==> src/hdl/des_pkg.sv <==
// Shared types, permutation tables and bit-mapping functions for the DES core.
package des_pkg;

  localparam int ROUND_COUNT_DEF = 16;
  localparam int BLOCK_W = 64;
  localparam int HALF_W = 32;
  localparam int RKEY_W = 48;
  localparam int KHALF_W = 28;

  typedef logic [RKEY_W-1:0] rkey_t;

  // Payload of one pipeline stage; the valid bit travels beside it.
  typedef struct packed {
    logic              mode;
    logic [HALF_W-1:0] l;
    logic [HALF_W-1:0] r;
  } des_stage_t;

  localparam logic [6:0] IP_TAB [0:63] = '{
    7'd58, 7'd50, 7'd42, 7'd34, 7'd26, 7'd18, 7'd10, 7'd2,
    7'd60, 7'd52, 7'd44, 7'd36, 7'd28, 7'd20, 7'd12, 7'd4,
    7'd62, 7'd54, 7'd46, 7'd38, 7'd30, 7'd22, 7'd14, 7'd6,
    7'd64, 7'd56, 7'd48, 7'd40, 7'd32, 7'd24, 7'd16, 7'd8,
    7'd57, 7'd49, 7'd41, 7'd33, 7'd25, 7'd17, 7'd9,  7'd1,
    7'd59, 7'd51, 7'd43, 7'd35, 7'd27, 7'd19, 7'd11, 7'd3,
    7'd61, 7'd53, 7'd45, 7'd37, 7'd29, 7'd21, 7'd13, 7'd5,
    7'd63, 7'd55, 7'd47, 7'd39, 7'd31, 7'd23, 7'd15, 7'd7};

  localparam logic [6:0] FP_TAB [0:63] = '{
    7'd40, 7'd8, 7'd48, 7'd16, 7'd56, 7'd24, 7'd64, 7'd32,
    7'd39, 7'd7, 7'd47, 7'd15, 7'd55, 7'd23, 7'd63, 7'd31,
    7'd38, 7'd6, 7'd46, 7'd14, 7'd54, 7'd22, 7'd62, 7'd30,
    7'd37, 7'd5, 7'd45, 7'd13, 7'd53, 7'd21, 7'd61, 7'd29,
    7'd36, 7'd4, 7'd44, 7'd12, 7'd52, 7'd20, 7'd60, 7'd28,
    7'd35, 7'd3, 7'd43, 7'd11, 7'd51, 7'd19, 7'd59, 7'd27,
    7'd34, 7'd2, 7'd42, 7'd10, 7'd50, 7'd18, 7'd58, 7'd26,
    7'd33, 7'd1, 7'd41, 7'd9,  7'd49, 7'd17, 7'd57, 7'd25};

  localparam logic [5:0] EXP_TAB [0:47] = '{
    6'd32, 6'd1,  6'd2,  6'd3,  6'd4,  6'd5,
    6'd4,  6'd5,  6'd6,  6'd7,  6'd8,  6'd9,
    6'd8,  6'd9,  6'd10, 6'd11, 6'd12, 6'd13,
    6'd12, 6'd13, 6'd14, 6'd15, 6'd16, 6'd17,
    6'd16, 6'd17, 6'd18, 6'd19, 6'd20, 6'd21,
    6'd20, 6'd21, 6'd22, 6'd23, 6'd24, 6'd25,
    6'd24, 6'd25, 6'd26, 6'd27, 6'd28, 6'd29,
    6'd28, 6'd29, 6'd30, 6'd31, 6'd32, 6'd1};

  localparam logic [5:0] PERM_TAB [0:31] = '{
    6'd16, 6'd7,  6'd20, 6'd21, 6'd29, 6'd12, 6'd28, 6'd17,
    6'd1,  6'd15, 6'd23, 6'd26, 6'd5,  6'd18, 6'd31, 6'd10,
    6'd2,  6'd8,  6'd24, 6'd14, 6'd32, 6'd27, 6'd3,  6'd9,
    6'd19, 6'd13, 6'd30, 6'd6,  6'd22, 6'd11, 6'd4,  6'd25};

  localparam logic [6:0] PC1_TAB [0:55] = '{
    7'd57, 7'd49, 7'd41, 7'd33, 7'd25, 7'd17, 7'd9,
    7'd1,  7'd58, 7'd50, 7'd42, 7'd34, 7'd26, 7'd18,
    7'd10, 7'd2,  7'd59, 7'd51, 7'd43, 7'd35, 7'd27,
    7'd19, 7'd11, 7'd3,  7'd60, 7'd52, 7'd44, 7'd36,
    7'd63, 7'd55, 7'd47, 7'd39, 7'd31, 7'd23, 7'd15,
    7'd7,  7'd62, 7'd54, 7'd46, 7'd38, 7'd30, 7'd22,
    7'd14, 7'd6,  7'd61, 7'd53, 7'd45, 7'd37, 7'd29,
    7'd21, 7'd13, 7'd5,  7'd28, 7'd20, 7'd12, 7'd4};

  localparam logic [5:0] PC2_TAB [0:47] = '{
    6'd14, 6'd17, 6'd11, 6'd24, 6'd1,  6'd5,
    6'd3,  6'd28, 6'd15, 6'd6,  6'd21, 6'd10,
    6'd23, 6'd19, 6'd12, 6'd4,  6'd26, 6'd8,
    6'd16, 6'd7,  6'd27, 6'd20, 6'd13, 6'd2,
    6'd41, 6'd52, 6'd31, 6'd37, 6'd47, 6'd55,
    6'd30, 6'd40, 6'd51, 6'd45, 6'd33, 6'd48,
    6'd44, 6'd49, 6'd39, 6'd56, 6'd34, 6'd53,
    6'd46, 6'd42, 6'd50, 6'd36, 6'd29, 6'd32};

  localparam logic [1:0] ROT_TAB [0:15] = '{
    2'd1, 2'd1, 2'd2, 2'd2, 2'd2, 2'd2, 2'd2, 2'd2,
    2'd1, 2'd2, 2'd2, 2'd2, 2'd2, 2'd2, 2'd2, 2'd1};

  localparam logic [3:0] SBOX_TAB [0:7][0:3][0:15] = '{
    '{'{4'd14, 4'd4, 4'd13, 4'd1, 4'd2, 4'd15, 4'd11, 4'd8,
        4'd3, 4'd10, 4'd6, 4'd12, 4'd5, 4'd9, 4'd0, 4'd7},
      '{4'd0, 4'd15, 4'd7, 4'd4, 4'd14, 4'd2, 4'd13, 4'd1,
        4'd10, 4'd6, 4'd12, 4'd11, 4'd9, 4'd5, 4'd3, 4'd8},
      '{4'd4, 4'd1, 4'd14, 4'd8, 4'd13, 4'd6, 4'd2, 4'd11,
        4'd15, 4'd12, 4'd9, 4'd7, 4'd3, 4'd10, 4'd5, 4'd0},
      '{4'd15, 4'd12, 4'd8, 4'd2, 4'd4, 4'd9, 4'd1, 4'd7,
        4'd5, 4'd11, 4'd3, 4'd14, 4'd10, 4'd0, 4'd6, 4'd13}},
    '{'{4'd15, 4'd1, 4'd8, 4'd14, 4'd6, 4'd11, 4'd3, 4'd4,
        4'd9, 4'd7, 4'd2, 4'd13, 4'd12, 4'd0, 4'd5, 4'd10},
      '{4'd3, 4'd13, 4'd4, 4'd7, 4'd15, 4'd2, 4'd8, 4'd14,
        4'd12, 4'd0, 4'd1, 4'd10, 4'd6, 4'd9, 4'd11, 4'd5},
      '{4'd0, 4'd14, 4'd7, 4'd11, 4'd10, 4'd4, 4'd13, 4'd1,
        4'd5, 4'd8, 4'd12, 4'd6, 4'd9, 4'd3, 4'd2, 4'd15},
      '{4'd13, 4'd8, 4'd10, 4'd1, 4'd3, 4'd15, 4'd4, 4'd2,
        4'd11, 4'd6, 4'd7, 4'd12, 4'd0, 4'd5, 4'd14, 4'd9}},
    '{'{4'd10, 4'd0, 4'd9, 4'd14, 4'd6, 4'd3, 4'd15, 4'd5,
        4'd1, 4'd13, 4'd12, 4'd7, 4'd11, 4'd4, 4'd2, 4'd8},
      '{4'd13, 4'd7, 4'd0, 4'd9, 4'd3, 4'd4, 4'd6, 4'd10,
        4'd2, 4'd8, 4'd5, 4'd14, 4'd12, 4'd11, 4'd15, 4'd1},
      '{4'd13, 4'd6, 4'd4, 4'd9, 4'd8, 4'd15, 4'd3, 4'd0,
        4'd11, 4'd1, 4'd2, 4'd12, 4'd5, 4'd10, 4'd14, 4'd7},
      '{4'd1, 4'd10, 4'd13, 4'd0, 4'd6, 4'd9, 4'd8, 4'd7,
        4'd4, 4'd15, 4'd14, 4'd3, 4'd11, 4'd5, 4'd2, 4'd12}},
    '{'{4'd7, 4'd13, 4'd14, 4'd3, 4'd0, 4'd6, 4'd9, 4'd10,
        4'd1, 4'd2, 4'd8, 4'd5, 4'd11, 4'd12, 4'd4, 4'd15},
      '{4'd13, 4'd8, 4'd11, 4'd5, 4'd6, 4'd15, 4'd0, 4'd3,
        4'd4, 4'd7, 4'd2, 4'd12, 4'd1, 4'd10, 4'd14, 4'd9},
      '{4'd10, 4'd6, 4'd9, 4'd0, 4'd12, 4'd11, 4'd7, 4'd13,
        4'd15, 4'd1, 4'd3, 4'd14, 4'd5, 4'd2, 4'd8, 4'd4},
      '{4'd3, 4'd15, 4'd0, 4'd6, 4'd10, 4'd1, 4'd13, 4'd8,
        4'd9, 4'd4, 4'd5, 4'd11, 4'd12, 4'd7, 4'd2, 4'd14}},
    '{'{4'd2, 4'd12, 4'd4, 4'd1, 4'd7, 4'd10, 4'd11, 4'd6,
        4'd8, 4'd5, 4'd3, 4'd15, 4'd13, 4'd0, 4'd14, 4'd9},
      '{4'd14, 4'd11, 4'd2, 4'd12, 4'd4, 4'd7, 4'd13, 4'd1,
        4'd5, 4'd0, 4'd15, 4'd10, 4'd3, 4'd9, 4'd8, 4'd6},
      '{4'd4, 4'd2, 4'd1, 4'd11, 4'd10, 4'd13, 4'd7, 4'd8,
        4'd15, 4'd9, 4'd12, 4'd5, 4'd6, 4'd3, 4'd0, 4'd14},
      '{4'd11, 4'd8, 4'd12, 4'd7, 4'd1, 4'd14, 4'd2, 4'd13,
        4'd6, 4'd15, 4'd0, 4'd9, 4'd10, 4'd4, 4'd5, 4'd3}},
    '{'{4'd12, 4'd1, 4'd10, 4'd15, 4'd9, 4'd2, 4'd6, 4'd8,
        4'd0, 4'd13, 4'd3, 4'd4, 4'd14, 4'd7, 4'd5, 4'd11},
      '{4'd10, 4'd15, 4'd4, 4'd2, 4'd7, 4'd12, 4'd9, 4'd5,
        4'd6, 4'd1, 4'd13, 4'd14, 4'd0, 4'd11, 4'd3, 4'd8},
      '{4'd9, 4'd14, 4'd15, 4'd5, 4'd2, 4'd8, 4'd12, 4'd3,
        4'd7, 4'd0, 4'd4, 4'd10, 4'd1, 4'd13, 4'd11, 4'd6},
      '{4'd4, 4'd3, 4'd2, 4'd12, 4'd9, 4'd5, 4'd15, 4'd10,
        4'd11, 4'd14, 4'd1, 4'd7, 4'd6, 4'd0, 4'd8, 4'd13}},
    '{'{4'd4, 4'd11, 4'd2, 4'd14, 4'd15, 4'd0, 4'd8, 4'd13,
        4'd3, 4'd12, 4'd9, 4'd7, 4'd5, 4'd10, 4'd6, 4'd1},
      '{4'd13, 4'd0, 4'd11, 4'd7, 4'd4, 4'd9, 4'd1, 4'd10,
        4'd14, 4'd3, 4'd5, 4'd12, 4'd2, 4'd15, 4'd8, 4'd6},
      '{4'd1, 4'd4, 4'd11, 4'd13, 4'd12, 4'd3, 4'd7, 4'd14,
        4'd10, 4'd15, 4'd6, 4'd8, 4'd0, 4'd5, 4'd9, 4'd2},
      '{4'd6, 4'd11, 4'd13, 4'd8, 4'd1, 4'd4, 4'd10, 4'd7,
        4'd9, 4'd5, 4'd0, 4'd15, 4'd14, 4'd2, 4'd3, 4'd12}},
    '{'{4'd13, 4'd2, 4'd8, 4'd4, 4'd6, 4'd15, 4'd11, 4'd1,
        4'd10, 4'd9, 4'd3, 4'd14, 4'd5, 4'd0, 4'd12, 4'd7},
      '{4'd1, 4'd15, 4'd13, 4'd8, 4'd10, 4'd3, 4'd7, 4'd4,
        4'd12, 4'd5, 4'd6, 4'd11, 4'd0, 4'd14, 4'd9, 4'd2},
      '{4'd7, 4'd11, 4'd4, 4'd1, 4'd9, 4'd12, 4'd14, 4'd2,
        4'd0, 4'd6, 4'd10, 4'd13, 4'd15, 4'd3, 4'd5, 4'd8},
      '{4'd2, 4'd1, 4'd14, 4'd7, 4'd4, 4'd10, 4'd8, 4'd13,
        4'd15, 4'd12, 4'd9, 4'd0, 4'd3, 4'd5, 4'd6, 4'd11}}};

  // Table entries count DES bits from 1 at the MSB.
  function automatic logic [63:0] ip_perm(logic [63:0] v);
    logic [63:0] res;
    logic [5:0]  idx;
    res = '0;
    for (int i = 0; i < 64; i++) begin
      idx = 6'(7'd64 - IP_TAB[i]);
      res[63-i] = v[idx];
    end
    return res;
  endfunction

  function automatic logic [63:0] fp_perm(logic [63:0] v);
    logic [63:0] res;
    logic [5:0]  idx;
    res = '0;
    for (int i = 0; i < 64; i++) begin
      idx = 6'(7'd64 - FP_TAB[i]);
      res[63-i] = v[idx];
    end
    return res;
  endfunction

  function automatic logic [47:0] exp_perm(logic [31:0] v);
    logic [47:0] res;
    logic [4:0]  idx;
    res = '0;
    for (int i = 0; i < 48; i++) begin
      idx = 5'(6'd32 - EXP_TAB[i]);
      res[47-i] = v[idx];
    end
    return res;
  endfunction

  function automatic logic [31:0] p_perm(logic [31:0] v);
    logic [31:0] res;
    logic [4:0]  idx;
    res = '0;
    for (int i = 0; i < 32; i++) begin
      idx = 5'(6'd32 - PERM_TAB[i]);
      res[31-i] = v[idx];
    end
    return res;
  endfunction

  function automatic logic [55:0] pc1_perm(logic [63:0] v);
    logic [55:0] res;
    logic [5:0]  idx;
    res = '0;
    for (int i = 0; i < 56; i++) begin
      idx = 6'(7'd64 - PC1_TAB[i]);
      res[55-i] = v[idx];
    end
    return res;
  endfunction

  function automatic logic [47:0] pc2_perm(logic [55:0] v);
    logic [47:0] res;
    logic [5:0]  idx;
    res = '0;
    for (int i = 0; i < 48; i++) begin
      idx = 6'(6'd56 - PC2_TAB[i]);
      res[47-i] = v[idx];
    end
    return res;
  endfunction

  // Total left rotation of both key halves after round r (0-based).
  function automatic int cum_shift(int r);
    int sum;
    sum = 0;
    for (int j = 0; j <= r; j++) begin
      sum += int'(ROT_TAB[j[3:0]]);
    end
    return sum;
  endfunction

  function automatic logic [27:0] rot28(logic [27:0] v, int s);
    return (v << s) | (v >> (KHALF_W - s));
  endfunction

  // Feistel function: expand, mix key, substitute, permute.
  function automatic logic [31:0] feistel(logic [31:0] r, logic [47:0] k);
    logic [47:0] e;
    logic [5:0]  six;
    logic [31:0] s_out;
    e = exp_perm(r) ^ k;
    s_out = '0;
    for (int b = 0; b < 8; b++) begin
      six = e[47-6*b -: 6];
      s_out[31-4*b -: 4] = SBOX_TAB[b][{six[5], six[0]}][six[4:1]];
    end
    return p_perm(s_out);
  endfunction

endpackage

==> src/hdl/des_obuf.sv <==
// Output register with a skid entry; parts pipeline stall from output ready.
module des_obuf (
  input  logic                        clk,
  input  logic                        rst,
  input  logic                        push,
  input  logic [des_pkg::BLOCK_W-1:0] push_data,
  output logic                        full,
  output logic                        m_axis_tvalid,
  input  logic                        m_axis_tready,
  output logic [des_pkg::BLOCK_W-1:0] m_axis_tdata
);
  import des_pkg::*;

  logic               skid_valid;
  logic [BLOCK_W-1:0] skid_data;

  assign full = skid_valid;

  always_ff @(posedge clk) begin
    if (rst) begin
      m_axis_tvalid <= 1'b0;
      skid_valid    <= 1'b0;
    end else if (m_axis_tvalid && !m_axis_tready) begin
      if (push) begin
        skid_valid <= 1'b1;
      end
    end else if (skid_valid) begin
      m_axis_tvalid <= 1'b1;
      skid_valid    <= 1'b0;
    end else begin
      m_axis_tvalid <= push;
    end
  end

  always_ff @(posedge clk) begin
    if (m_axis_tvalid && !m_axis_tready) begin
      if (push) begin
        skid_data <= push_data;
      end
    end else if (skid_valid) begin
      m_axis_tdata <= skid_data;
    end else if (push) begin
      m_axis_tdata <= push_data;
    end
  end

  a_skid_needs_out: assert property (@(posedge clk) disable iff (rst)
    skid_valid |-> m_axis_tvalid)
    else $error("skid entry held while output register empty");

  a_no_push_when_full: assert property (@(posedge clk) disable iff (rst)
    skid_valid |-> !push)
    else $error("push into full output buffer");

  a_drop_only_on_transfer: assert property (@(posedge clk) disable iff (rst)
    $fell(m_axis_tvalid) |-> $past(m_axis_tready))
    else $error("result dropped without transfer");

endmodule

==> config.mk <==
export PLATFORM = sky130hd
export DESIGN_NAME = des_obuf
export DESIGN_NICKNAME = d
export VERILOG_FILES = /design/src/hdl/des_pkg.sv /design/src/hdl/des_obuf.sv
export SDC_FILE = /design/constraint.sdc
export NUM_CORES = 1
export LEC_CHECK = 0
export ABC_AREA = 1
export BUFFER_PORTS_ARGS = -buffer_cell sky130_fd_sc_hd__buf_4
export CORE_MARGIN = 5
export CORE_UTILIZATION = 46
export DETAILED_ROUTE_END_ITERATION = 8
export PLACE_DENSITY = 0.71
export SLEW_MARGIN = 20
export SYNTH_ARGS = -nofsm -noshare
export SYNTH_HDL_FRONTEND = slang
export SYNTH_SLANG_ARGS = --single-unit
==> constraint.sdc <==
create_clock -name clk -period 5.05 [get_ports clk]
set_clock_uncertainty 0.2 [all_clocks]
set_input_delay 0 -clock clk [delete_from_list [all_inputs] [get_ports clk]]
set_output_delay 0 -clock clk [all_outputs]
set_load 0.02 [all_outputs]
==> impl_metrics.ini, run 1 <==
[clock_tree]
numCtsBuffers = 17
clock_latency_ns = 0.50
cts_setup_buffers = 0
clk_pin_slew_ns = 0.06
cts-htree-levels = 4
ctsHoldBuffers = 73
ctsLongestPathBuffers = 2
cts_tree = yes
cts_resized = 0
cts.sinks = 130
cts_root_buf = clkbuf_8

[timing]
drv_slew = 0
relSlewSlack = 0.471
timing.setup.tns_ns = 0
fin_crit_ns = 2.51
hold_viol = 0
rsz0062_at_grt = no
period_share = 0.498
setup-violations-final = 0
max_freq_ghz = 0.398
fin_ws_ns = 2.54
worst_slew_pin_slew_ns = 0.793
fin_hold_ws_ns = 0.0250

[layout]
utilization = 0.704
fillers = 686
design_area_um2 = 7230
nNetsFinal = 627
areaGrowthSynthToFinish_pct = 50.2
drive_gt1_frac = 0.295
diodes = 0
stdcell_count = 708

[status]
status = completed

[floorplanning]
ios = 134
die_area_um2 = 12600
die_x_um = 112
die_h_um = 112
start_util = 0.468
rows = 37
core_um2 = 10300

[synthesis]
yosys.area.top_type = edfxtp_1
synthTopCellsByArea = edfxtp_1 80%, o21ai_0 6.1%, inv_1 5.1%
ys_types = 15
syn_nets = 413
yosysWarnings = 0
synth.top_cells.by_count = 128 x edfxtp_1, 66 x inv_1, 65 x nand2_1
synth_edf_count = 128
ys_ff_latch = 130
syn-instance-count = 345
synth-async-reset-ratio = 0
synth_most_common_cell = edfxtp_1
synth_top_cell_area_share = 0.798
synth_area_per_cell_um2 = 14.0
syn_area_um2 = 4810
yosysSeqAreaShare = 0.807
synth_ff_type = edfxtp_1

[route]
finalWirelength_mm = 9.80
detail-route-antenna-nets = 0
post_drt_wl_per_cell_um = 13.8
drcViolationCount = 0
firstDrtPassIters = 4
num_vias = 3089
via_per_inst = 4.36
drtIter0Drc = 101

[worst_setup_path]
reg2reg_from = full
worst-path-max-fanout = 88
worstRegToRegCells = 5
critPathLaunchType = flop
required_ns = 5.29
arrival_ns = 2.75
cp-end-kind = flop
reg2reg_slack_ns = 2.54
crit_type = reg -> reg
r2r-end = m_axis_tvalid

[pwr]
power_density_nw_per_um2 = 364
leakagePower_nw = 2.92
fin_total_pwr_mw = 2.63
ir_drop_v = 0.000287

[placed_design]
place_inst = 602
post-place-ws_ns = 2.30
gp_congestion = 0.747
dpl.hpwl_mm = 5.89
dpl_cell_area_um2 = 5920
portBuffers = 133

[global_routing]
antenna_found_initial = 0
grt_max_degree = 132
grt_pass1_vias = 3207
grt-ovfl-total = 0
grt_pass1_wl_mm = 15.7
track_usage = 0.161

[hold_path]
holdPathEnd = skid_data[47]
hold_start = push_data[47]
hold_class = in -> reg
hold_depth = 2

[job]
maxCapViolCount = 0
-- worst max-delay path by stage --
| stage | startpoint | cells after the start | to | slack [ns] |
|---|---|---|---|---|
| 6_report | full | 5 | m_axis_tvalid | 2.54 |
| 3_5_place_dp | full | 3 | m_axis_tdata[41] | 2.30 |
| 3_3_place_gp | full | 3 | m_axis_tdata[26] | 2.31 |
| 4_1_cts | full | 3 | m_axis_tdata[42] | 2.29 |
| 2_1_floorplan | full | 3 | m_axis_tdata[0] | 0.45 |
| 5_1_grt | full | 5 | m_axis_tvalid | 2.43 |
-- where the power goes --
group	switching, mW	internal (mW)	total (mW)
combinational	0.129	0.129	0.258
sequential	0.0187	1.25	1.27
clock	0.451	0.654	1.10
-- cell families (layout without fill, tap and decap cells) --
| kind of cell | Yosys count | after routing | share of synthesized area |
|---|---|---|---|
| buf+inv | 80 | 307 | 0.0702 |
| compound gates | 66 | 66 | 0.0686 |
| flops | 130 | 130 | 0.807 |
| simple gates | 69 | 69 | 0.0546 |
-- flip-flops by register name (all words and copies together) (netlist names) --
signal / cells
full: 1
m_axis_tvalid: 1
skid_data: 64
m_axis_tdata: 64
-- cell type report --
class	instances	area, µm²	share of cell area
inverter	66	248	0.0343
tap	136	170	0.0235
clock buffer	17	414	0.0573
timing repair buffer	209	1770	0.245
clock inverter	15	135	0.0187
multi-input combinational	135	606	0.0837
sequential	130	3890	0.538
-- routing by layer --
metal | global-route usage | wire length, µm | vias up
li1 | - | - | 1599
met1 | 0.186 | 3960 | 1390
met2 | 0.286 | 5260 | 94
met3 | 0.0469 | 485 | 6
met4 | 0.0537 | 85 | 0
met5 | 0 | 0 | -
-- worst max-delay path, cell delays in order, from the launching register on --
cell and delay, ns:
dfxtp_4 0.60, buf_16 0.31, o21ai_0 0.14, dlygate4sd3_1 0.59
nand2_1 0.07, dlygate4sd3_1 0.54
-- layout by cell type, fill, tap and decap left out --
master | netlist | routed
and3_2 | 0 | 1
nor2_1 | 2 | 2
clkbuf_8 | 0 | 1
nand2_1 | 65 | 65
dfxtp_1 | 2 | 1
inv_6 | 0 | 3
a21oi_4 | 0 | 1
edfxtp_1 | 128 | 128
buf_16 | 0 | 1
dfxtp_4 | 0 | 1
clkinv_4 | 0 | 3
o21ai_1 | 6 | 6
clkinvlp_4 | 0 | 6
o21ai_0 | 59 | 59
clkbuf_16 | 0 | 16
inv_1 | 66 | 66
dlygate4sd3_1 | 0 | 73
nand3_1 | 1 | 1
bufinv_16 | 0 | 1
clkinv_1 | 0 | 2
buf_4 | 6 | 135
Note: power is estimated with default switching activity, not from simulation.
==> inputs of run 2 (changes only) <==
- ABC_AREA: 1 -> 0
- PLACE_DENSITY: 0.71 -> 0.73
- clock period: 5.05 -> 2.25 ns (I/O delays scaled with it)
==> impl_metrics.ini, run 2 <==
[hold_path]
hold_class = in -> reg
holdPathEnd = skid_data[12]
hold_depth = 2
hold_start = push_data[12]

[placed_design]
gp_congestion = 0.692
dpl.hpwl_mm = 6.03
portBuffers = 133
place_inst = 475

[layout]
multi_input_area_um2 = 956
mostFrequentLayoutCells = 134 x buf_4, 128 x edfxtp_1, 84 x dlygate4sd3_1
drive_gt1_frac = 0.513
areaGrowthSynthToFinish_pct = 53.8
seq_area_um2 = 3890
stdcell_count = 590
nNetsFinal = 510
fillers = 639
diodes = 0
layout_commonest_cell = buf_4
reg_top3 = m_axis_tdata x64, skid_data x64

[route]
drcViolationCount = 0
finalWirelength_mm = 10.2
drtIter0Drc = 112
detail-route-antenna-nets = 0
num_vias = 2760
via_per_inst = 4.68
firstDrtPassIters = 4
post_drt_wl_per_cell_um = 17.3

[worst_setup_path]
worst-path-max-fanout = 2
arrival_ns = 1.96
reg2reg_slack_ns = 0.58
r2r-end = m_axis_tdata[62]
reg2reg_from = full
critPathLaunchType = primary input
cp-end-kind = flop
worstRegToRegCells = 2
required_ns = 2.49
crit_type = in -> reg

[clock_tree]
cts_setup_buffers = 0
cts_resized = 0
clk_pin_slew_ns = 0.05
cts.sinks = 130
cts-htree-levels = 4
ctsHoldBuffers = 84
clock_latency_ns = 0.51
ctsLongestPathBuffers = 2
numCtsBuffers = 17
cts_tree = yes
cts_root_buf = clkbuf_8

[synthesis]
synth_most_common_cell = edfxtp_1
syn_area_um2 = 4900
synth_edf_count = 128
yosys.area.top_type = edfxtp_1
synthTopCellsByArea = edfxtp_1 79%, mux2_4 15%, mux2_2 3.5%
syn_nets = 276
yosysSeqAreaShare = 0.793
ys_ff_latch = 130
yosysWarnings = 0
syn-instance-count = 208
synth.top_cells.by_count = 128 x edfxtp_1, 49 x mux2_4, 15 x mux2_2
ys_types = 12
synth_ff_type = edfxtp_1
synth_top_cell_area_share = 0.785
synth_area_per_cell_um2 = 23.5
synth-async-reset-ratio = 0

[timing]
fin_crit_ns = 1.72
worst_slew_pin_slew_ns = 0.360
drv_slew = 0
setup-violations-final = 0
max_freq_ghz = 0.580
rsz0062_at_grt = no
period_share = 0.766
hold_viol = 0
relSlewSlack = 0.760

[job]
maxCapViolCount = 0

[global_routing]
grt_pass1_wl_mm = 16.3
antenna_found_initial = 0
grt-ovfl-total = 0
grt_max_degree = 65
grt_pass1_vias = 3124
track_usage = 0.169

[pwr]
leakagePower_nw = 2.95
power_density_nw_per_um2 = 819
fin_total_pwr_mw = 6.17
ir_drop_v = 0.000457

[floorplanning]
start_util = 0.472
core_um2 = 10400
ios = 134
die_x_um = 113
rows = 37
die_h_um = 113
die_area_um2 = 12800

[status]
status = completed
-- run 2: where the power goes --
group	switching, mW	leakage (nW)	internal [mW]
Sequential	0.0366	1.22	2.79
Clock	0.936	0.283	1.77
Combinational	0.274	1.44	0.363
Total	1.25	2.95	4.92
-- run 2: worst max path at each step --
stage | depth (start not counted) | start | slack, ns | to
floorplan | 4 | full | -0.13 | m_axis_tdata[0]
global placement | 2 | full | 0.62 | m_axis_tdata[62]
detailed placement | 2 | full | 0.58 | m_axis_tdata[62]
CTS | 2 | full | 0.50 | full
global route | 5 | rst | 0.43 | full
finish | 5 | rst | 0.53 | full
-- run 2: metal layers --
| metal | vias up | global-route usage | part of all wire |
|---|---|---|---|
| met5 | - | 0 | 0 |
| met4 | 0 | 0.0601 | 0.0070 |
| met3 | 8 | 0.0583 | 0.069 |
| met2 | 98 | 0.295 | 0.52 |
| met1 | 1355 | 0.192 | 0.40 |
| li1 | 1299 | - | - |
-- run 2: final cells by class --
type	count	area share
clock buffer	17	0.0550
clock inverter	14	0.0226
inverter	1	0.000499
multi-input combinational	70	0.127
sequential	130	0.516
tap	136	0.0226
timing repair buffer	222	0.256
-- run 2: critical path, cell delays in order --
cell and delay, ns:
dlygate4sd3_1 0.53, buf_4 0.13, dlygate4sd3_1 0.57, nor3_1 0.17
dlygate4sd3_1 0.55
-- run 2: kinds of logic after synthesis --
group / count (synthesis) / synth area share
AND/OR/NAND/NOR: 4 / 0.00434
buffers and inverters: 8 / 0.0156
multiplexers: 64 / 0.185
AO/OA/AOI/OAI: 2 / 0.00204
flip-flops: 130 / 0.793
-- run 2: stage by stage --
| step | setup TNS, ns | utilization | worst slack (ns) | hold WS, ns | instance area [µm²] |
|---|---|---|---|---|---|
| after global placement | 0 | 0.589 | 0.617 | -0.0287 | 6100 |
| final | 0 | 0.726 | 0.526 | 0.0238 | 7530 |
| after detailed placement | 0 | 0.589 | 0.577 | -0.0272 | 6100 |
| after CTS | 0 | 0.726 | 0.504 | 0.000000167 | 7530 |
| after global routing | 0 | 0.726 | 0.433 | 0.00281 | 7530 |
| after floorplan | -8.56 | - | -0.134 | -0.131 | 4930 |
==> inputs of run 3 (changes only) <==
- ABC_AREA: 0 -> 1
- clock period: 2.25 -> 1.5 ns (I/O delays scaled with it)
==> impl_metrics.ini, run 3 (same netlist as run 1, synthesis figures left out) <==
[status]
status = completed

[timing]
rsz0062_at_grt = no
drv_slew = 0
timing.setup.tns_ns = 0
fin_ws_ns = 0.0780
max_freq_ghz = 0.703
setup-violations-final = 0
worst_slew_pin_slew_ns = 0.282
period_share = 0.948
fin_crit_ns = 1.42
hold_viol = 0
relSlewSlack = 0.810
fin_hold_ws_ns = 0.0288

[placed_design]
gp_congestion = 0.777
post-place-ws_ns = 0.0996
portBuffers = 133
place_inst = 606
dpl_cell_area_um2 = 6030
dpl.hpwl_mm = 6.14

[route]
drtIter0Drc = 180
drcViolationCount = 0
firstDrtPassIters = 4
via_per_inst = 4.43
detail-route-antenna-nets = 0
num_vias = 3169
finalWirelength_mm = 10.4
post_drt_wl_per_cell_um = 14.5

[global_routing]
antenna_found_initial = 0
grt_max_degree = 85
grt_pass1_vias = 3211
grt-ovfl-total = 0
track_usage = 0.168
grt_pass1_wl_mm = 16.3

[clock_tree]
clock_latency_ns = 0.50
numCtsBuffers = 17
clk_pin_slew_ns = 0.06
ctsLongestPathBuffers = 2
cts_root_buf = clkbuf_8
cts.sinks = 130
cts-htree-levels = 4
cts_tree = yes

[floorplanning]
core_um2 = 10300
die_x_um = 112
ios = 134
die_h_um = 112
die_area_um2 = 12600
rows = 37
start_util = 0.468

[hold_path]
hold_class = in -> reg
hold_depth = 2
hold_start = push_data[61]
holdPathEnd = skid_data[61]

[worst_setup_path]
reg2reg_slack_ns = 0.08
required_ns = 1.49
crit_type = reg -> reg
cp-end-kind = flop
worstRegToRegCells = 3
reg2reg_from = full
worst-path-max-fanout = 42
r2r-end = m_axis_tdata[34]
arrival_ns = 1.41
critPathLaunchType = flop

[layout]
seq_area_um2 = 3890
fillers = 662
mostFrequentLayoutCells = 133 x buf_4, 128 x edfxtp_1, 77 x dlygate4sd3_1
drive_gt1_frac = 0.302
design_area_um2 = 7450
areaGrowthSynthToFinish_pct = 54.7
nNetsFinal = 635
stdcell_count = 715
multi_input_area_um2 = 617
layout_commonest_cell = buf_4
diodes = 0
reg_top3 = m_axis_tdata x64, skid_data x64

[pwr]
ir_drop_v = 0.000848
power_density_nw_per_um2 = 1250
leakagePower_nw = 3.02

[job]
maxCapViolCount = 0
==> run 3: cell types whose count changed in the layout (fill, tap and decap cells not counted), moves of 2 or more <==
| cell | previous run | this run |
|---|---|---|
| buf_12 | 4 | 6 |
| clkinv_1 | 4 | 0 |
| clkinv_2 | 4 | 2 |
| clkinvlp_4 | 2 | 5 |
| dlygate4sd3_1 | 84 | 77 |
| inv_1 | 1 | 66 |
| mux2_2 | 15 | 0 |
| mux2_4 | 49 | 0 |
| nand2_1 | 0 | 65 |
| o21ai_0 | 0 | 59 |
| o21ai_1 | 0 | 6 |
==> run 3: cell type report <==
| class | count | share of cell area |
|---|---|---|
| Sequential cell | 130 | 0.522 |
| Timing Repair Buffer | 217 | 0.258 |
| Multi-Input combinational cell | 135 | 0.0828 |
| Clock buffer | 18 | 0.0561 |
| Inverter | 66 | 0.0333 |
| Clock inverter | 13 | 0.0249 |
| Tap cell | 136 | 0.0228 |
==> run 3: how the worst max path moves through the flow <==
stage | startpoint | end | slack, ns | cells past startpoint
final | full | m_axis_tdata[34] | 0.08 | 3
after CTS | m_axis_tvalid | full | 0.04 | 3
after global placement | full | m_axis_tdata[41] | 0.12 | 3
after global routing | full | m_axis_tdata[25] | 0.02 | 3
after floorplan | full | m_axis_tdata[0] | -0.76 | 3
after detailed placement | m_axis_tvalid | skid_data[24] | 0.1 | 2
==> run 3: timing repair <==
item	CTS	global route
endpoints found under the hold margin	258	1
gates cloned	1	0
buffers inserted	0	0
setup endpoints to repair	1	1
hold buffers	76	1
gates resized for setup	3	1
==> run 3: stage by stage <==
stage / util / power (mW)
after floorplan: - / 4.67
after global placement: 0.587 / 5.08
after detailed placement: 0.587 / 5.10
after CTS: 0.724 / 9.41
after global routing: 0.725 / 9.69
final: 0.725 / 9.34
==> run 3: metal layers <==
layer / global-route usage / wire length [µm] / vias up
met3: 0.0566 / 701 / 7
met5: 0 / 0 / -
met2: 0.291 / 5440 / 101
met1: 0.194 / 4180 / 1443
met4: 0.0609 / 85 / 0
li1: - / - / 1618
==> run 3: report_power, final <==
group	internal (mW)	total (mW)	switching, mW
clock	2.69	4.15	1.46
combinational	0.469	0.925	0.456
sequential	4.21	4.27	0.0589
total	7.37	9.34	1.98
==> run 3: worst max-delay path, stage by stage (launching register included) <==
cell	delay [ns]
dfxtp_4	0.40
nor2_4	0.05
a21oi_4	0.17
buf_12	0.26
